`config.mk`:
```
export PLATFORM = sky130hd
export DESIGN_NAME = ira_cell
export DESIGN_NICKNAME = d
export VERILOG_FILES = /design/src/sv/ira_pkg.sv /design/src/sv/ira_cell.sv
export SDC_FILE = /design/constraint.sdc
export NUM_CORES = 1
export LEC_CHECK = 0
export BUFFER_PORTS_ARGS = -buffer_cell sky130_fd_sc_hd__buf_4
export CAP_MARGIN = 20
export CORE_MARGIN = 4
export CORE_UTILIZATION = 45
export DETAILED_ROUTE_END_ITERATION = 12
export GPL_TIMING_DRIVEN = 0
export HOLD_SLACK_MARGIN = 0.08
export PLACE_DENSITY_LB_ADDON = 0.3
export SKIP_CTS_REPAIR_TIMING = 1
export SYNTH_ARGS = -nofsm -noshare
export SYNTH_HDL_FRONTEND = slang
export SYNTH_SLANG_ARGS = --single-unit
```
`constraint.sdc`:
```
create_clock -name clk_i -period 6.1 [get_ports clk_i]
set_input_delay 0 -clock clk_i [delete_from_list [all_inputs] [get_ports clk_i]]
set_output_delay 0 -clock clk_i [all_outputs]
set_load 0.05 [all_outputs]
```
`src/sv/ira_pkg.sv`:
```
// shared types and constants for the interval row assigner
package ira_pkg;

  localparam int PosW        = 31;
  localparam int PadW        = 8;
  localparam int RelW        = 32;
  localparam int RowOutW     = 6;
  localparam logic [PadW-1:0] GapPadReset = 8'd5;

  typedef struct packed {
    logic [PosW-1:0] start_position;
    logic [PosW-1:0] end_position;
    logic            first_of_list;
  } ira_in_t;

  typedef struct packed {
    logic [RowOutW-1:0] row_index;
    logic               rows_full;
  } ira_out_t;

  // control part of a request moving down the cell chain
  typedef struct packed {
    logic valid;
    logic first;
    logic placed;
  } tok_ctrl_t;

endpackage

```
`src/sv/ira_cell.sv`:
```
// one row cell: holds a row's state and passes the request to the next cell
module ira_cell #(
  parameter int IdxW    = 6,
  parameter int CellIdx = 0
) (
  input  logic                      clk_i,
  input  logic                      rst_ni,
  input  logic                      adv_i,
  input  ira_pkg::tok_ctrl_t        ctrl_i,
  input  logic [ira_pkg::PosW-1:0]  start_i,
  input  logic [ira_pkg::RelW-1:0]  rel_i,
  input  logic [IdxW-1:0]           row_i,
  output ira_pkg::tok_ctrl_t        ctrl_o,
  output logic [ira_pkg::PosW-1:0]  start_o,
  output logic [ira_pkg::RelW-1:0]  rel_o,
  output logic [IdxW-1:0]           row_o
);
  import ira_pkg::*;

  logic            used_q, used_d;
  logic            used_eff, free, take;
  logic [RelW-1:0] release_q;
  tok_ctrl_t       ctrl_q;
  logic [PosW-1:0] start_q;
  logic [RelW-1:0] rel_q;
  logic [IdxW-1:0] row_q;

  always_comb begin
    // a first-of-list request wipes the row as it passes
    used_eff = ctrl_i.first ? 1'b0 : used_q;
    free     = !used_eff || (release_q < {1'b0, start_i});
    take     = ctrl_i.valid && !ctrl_i.placed && free;
    used_d   = used_q;
    if (adv_i && ctrl_i.valid) begin
      used_d = used_eff | take;
    end
  end

  always_ff @(posedge clk_i or negedge rst_ni) begin
    if (!rst_ni) begin
      used_q <= 1'b0;
      ctrl_q <= '0;
    end else begin
      used_q <= used_d;
      if (adv_i) begin
        ctrl_q <= '{valid: ctrl_i.valid, first: ctrl_i.first,
                    placed: ctrl_i.placed | take};
      end
    end
  end

  always_ff @(posedge clk_i) begin
    if (adv_i) begin
      start_q <= start_i;
      rel_q   <= rel_i;
      row_q   <= take ? IdxW'(CellIdx) : row_i;
    end
    if (adv_i && take) begin
      release_q <= rel_i;
    end
  end

  assign ctrl_o  = ctrl_q;
  assign start_o = start_q;
  assign rel_o   = rel_q;
  assign row_o   = row_q;

endmodule

```
==> key figures <==
Logic synthesis
  • Syn Nets: 345
  • Syn avg cell area: 17.02 µm²
  • Synth cell types: 32
  • Synthesized area: ~4000 µm²
  • #FFs+latches synth: 105
  • Synth warn: 0
  • Register area share after synthesis: 0.7672
  • Synth Instances: 240

Clock network
  • Reg clk slew, reported paths: 90 ps
  • Clock Tree Root: clkbuf_8
  • CTS tree: built
  • CTS buffer count: 9
  • CTS sink cnt: around 110
  • Clock latency on the worst-skew pair: between 300 and 400 ps
  • H-tree levels: 3
  • Clock buffer depth: 2

Timing
  • Actual slew at the worst max-slew pin: 951.7 ps
  • Setup-failing EPs final: 0
  • Final worst-path cycle share: 0.4761
  • Slew HR: 0.3655
  • Final hold vios: 0
  • Tmin final: between 2000 and 3000 ps
  • Max Freq: 0.3444 GHz
  • RSZ-0062 raised after global routing: false
  • Setup WS post-layout: 3196 ps
  • Final Max Slew Viols: 0
  • Worst Skew: 10.73 ps
  • Setup_tns: 0 ps

Outcome
  • Status: completed

Floorplanning
  • Die Height: 103.3 µm
  • Row count: 34
  • Core area: 8763 µm²
  • IO Count: 147
  • Die Width: 103.3 µm
  • Initial Util: 0.4660
  • Die Area: 10660 µm²

Layout
  • Area grow syn2layout: 53.74%
  • Finished layout cell area: 6279 µm²
  • Fillcell total: 563
  • Share of cells above drive strength 1: 0.3585
  • Fin nets: 577
  • Ant diodes: 0
  • Final cell count without fillers: approximately 600
  • Most frequent cells in the layout: buf_4, edfxtp_1, dlygate4sd3_1, inv_1, ha_1
  • Most common cell after layout, fill and taps aside: buf_4

Worst setup path
  • Worst R2R Path Depth: 7
  • Crit start category: flip-flop
  • Required @ worst endpoint: a little over 6000 ps
  • Slowest stage delay, CP: 770 ps
  • R2R Setup Slk: between 3000 and 4000 ps
  • RR Endpoint: release_q[22]
  • Crit path arrival time: 2890 ps
  • Crit. End Element: flip-flop
  • CP max-delay cell: and2_2
  • Worst reg2reg startpoint: release_q[29]
  • Crit-path max FO: 32
  • Critical path class: reg -> reg
  • CP Cell Sequence: ha_1, nand4b_4, o2111ai_1, a21oi_1, nand3b_1, o221ai_2, and2_2

Min path
  • Min-delay src: adv_i
  • Worst hold path type: in -> reg
  • WHS Path Cells: 1
  • Hold endpoint: start_o[26]

Place
  • Post-place instance area: 5316 µm²
  • Port Buf Inserts: around 150
  • Dpl hpwl: approximately 5900 µm
  • Gpl congestion: roughly 0.7
  • Post-place setup slack: 3123 ps
  • Placed cells: approximately 490

Global routing
  • Vias in the first global route: 2526
  • GRT Total Usage: 0.1501
  • Final global-route overflow total: 0
  • First-pass GRT wire length: between 10000 and 15000 µm
  • Largest net degree at the start of global routing: 76
  • Initial antenna violation count: 0

Routing
  • DRC: 0
  • Initial DRC count: 50
  • Routed len/inst: 15.45 µm
  • First-pass DRT Iterations: 4
  • Vias: roughly 2.8k
  • WL final: 9037 µm
  • Antenna viol nets, final: 0
  • Avg Vias per Cell: 4.708

Job
  • MaxCap Viol Count: 0

Pwr
  • Lkg Pwr: 2.715 nW
  • Power Density: 265.3 nW/µm²
  • Worst vdd ir: 0.0001608 V
[routing by layer]
layer	vias up	track usage	wire length [µm]
li1	1350	-	-
met4	0	0.04880	134
met1	1292	0.1696	3480
met5	-	0	0
met3	11	0.07042	763
met2	101	0.2526	4659
[flip-flops by register name, summed over array words and instances, names as in the netlist]
| signal | count |
|---|---|
| start_o | 31 |
| release_q | 32 |
| rel_o | 32 |
| ctrl_o | 3 |
| row_o | 6 |
| used_q | 1 |
[worst max-delay path: cells and delay by family (launching register included)]
kind / cells / cell delay [ps]
AO/OA/AOI/OAI: 3 / 730
AND/OR/NAND/NOR: 3 / 1080
adder cells (fa/ha/maj): 1 / 330
flip-flops: 1 / 380
[cells by family after synthesis]
family	share of synthesized area
AND/OR/NAND/NOR	0.05025
AO/OA/AOI/OAI	0.04933
adder cells (fa/ha/maj)	0.09191
flip-flops	0.7672
multiplexers	0.005514
buffers and inverters	0.03585
[final cells by class]
| type | count | area [µm²] | share of cell area |
|---|---|---|---|
| flip-flops and latches | 105 | 3133 | 0.4990 |
| repair buffers | 221 | 1847 | 0.2941 |
| multi-input cells | 96 | 805.8 | 0.1283 |
| inverters | 39 | 146.4 | 0.02332 |
| well taps | 108 | 135.1 | 0.02152 |
| clock inverters | 5 | 80.08 | 0.01275 |
| clock buffers | 11 | 131.4 | 0.02092 |
[metrics by stage]
stage | util | total power, mW | hold WS (ps)
4_1_cts | 0.6308 | 1.638 | -598.8
3_5_place_dp | 0.6067 | 1.188 | -201.3
5_1_grt | 0.7164 | 1.739 | 336.5
6_report | 0.7164 | 1.666 | 304.1
2_1_floorplan | - | 1.061 | -295.6
3_3_place_gp | 0.6065 | 1.182 | -201.2
[power breakdown]
group	leakage (nW)	switching [mW]	internal (mW)
combinational	1.60	0.217	0.132
clock	0.101	0.224	0.231
sequential	1.02	0.0149	0.847
[worst max path at each step]
| stage | start | to | slack, ps | cells after the start |
|---|---|---|---|---|
| after global routing | release_q[23] | release_q[22] | 2940 | 7 |
| after detailed placement | release_q[29] | release_q[17] | 3120 | 7 |
| after global placement | release_q[29] | release_q[17] | 2690 | 7 |
| final | release_q[29] | release_q[22] | 3200 | 7 |
| after CTS | release_q[28] | release_q[22] | 3090 | 7 |
| after floorplan | release_q[29] | release_q[0] | 3360 | 7 |
[Yosys cell counts, drive strengths merged]
master / number / area, µm²
and4: 1 / 8.760
dfrtp: 4 / 100.1
nand4b: 2 / 32.53
nor2: 9 / 33.78
nand2b: 1 / 6.260
nand3b: 1 / 7.510
and2: 1 / 6.260
o221ai: 1 / 15.01
nand2: 9 / 33.78
o22ai: 1 / 6.260
a21oi: 13 / 72.57
nor3: 2 / 10.01
nand3: 4 / 20.02
o21a: 1 / 7.510
ha: 30 / 375.4
a211o: 1 / 8.760
and3: 1 / 6.260
o2111ai: 2 / 17.52
mux2: 2 / 22.52
edfxtp: 101 / 3033
nor4: 1 / 21.27
o21ai: 6 / 33.78
a22oi: 1 / 12.51
o211ai: 1 / 12.51
inv: 39 / 146.4
nand4: 3 / 18.77
a31oi: 1 / 6.260
a21o: 1 / 8.760
(Power assumes the default switching activity.)
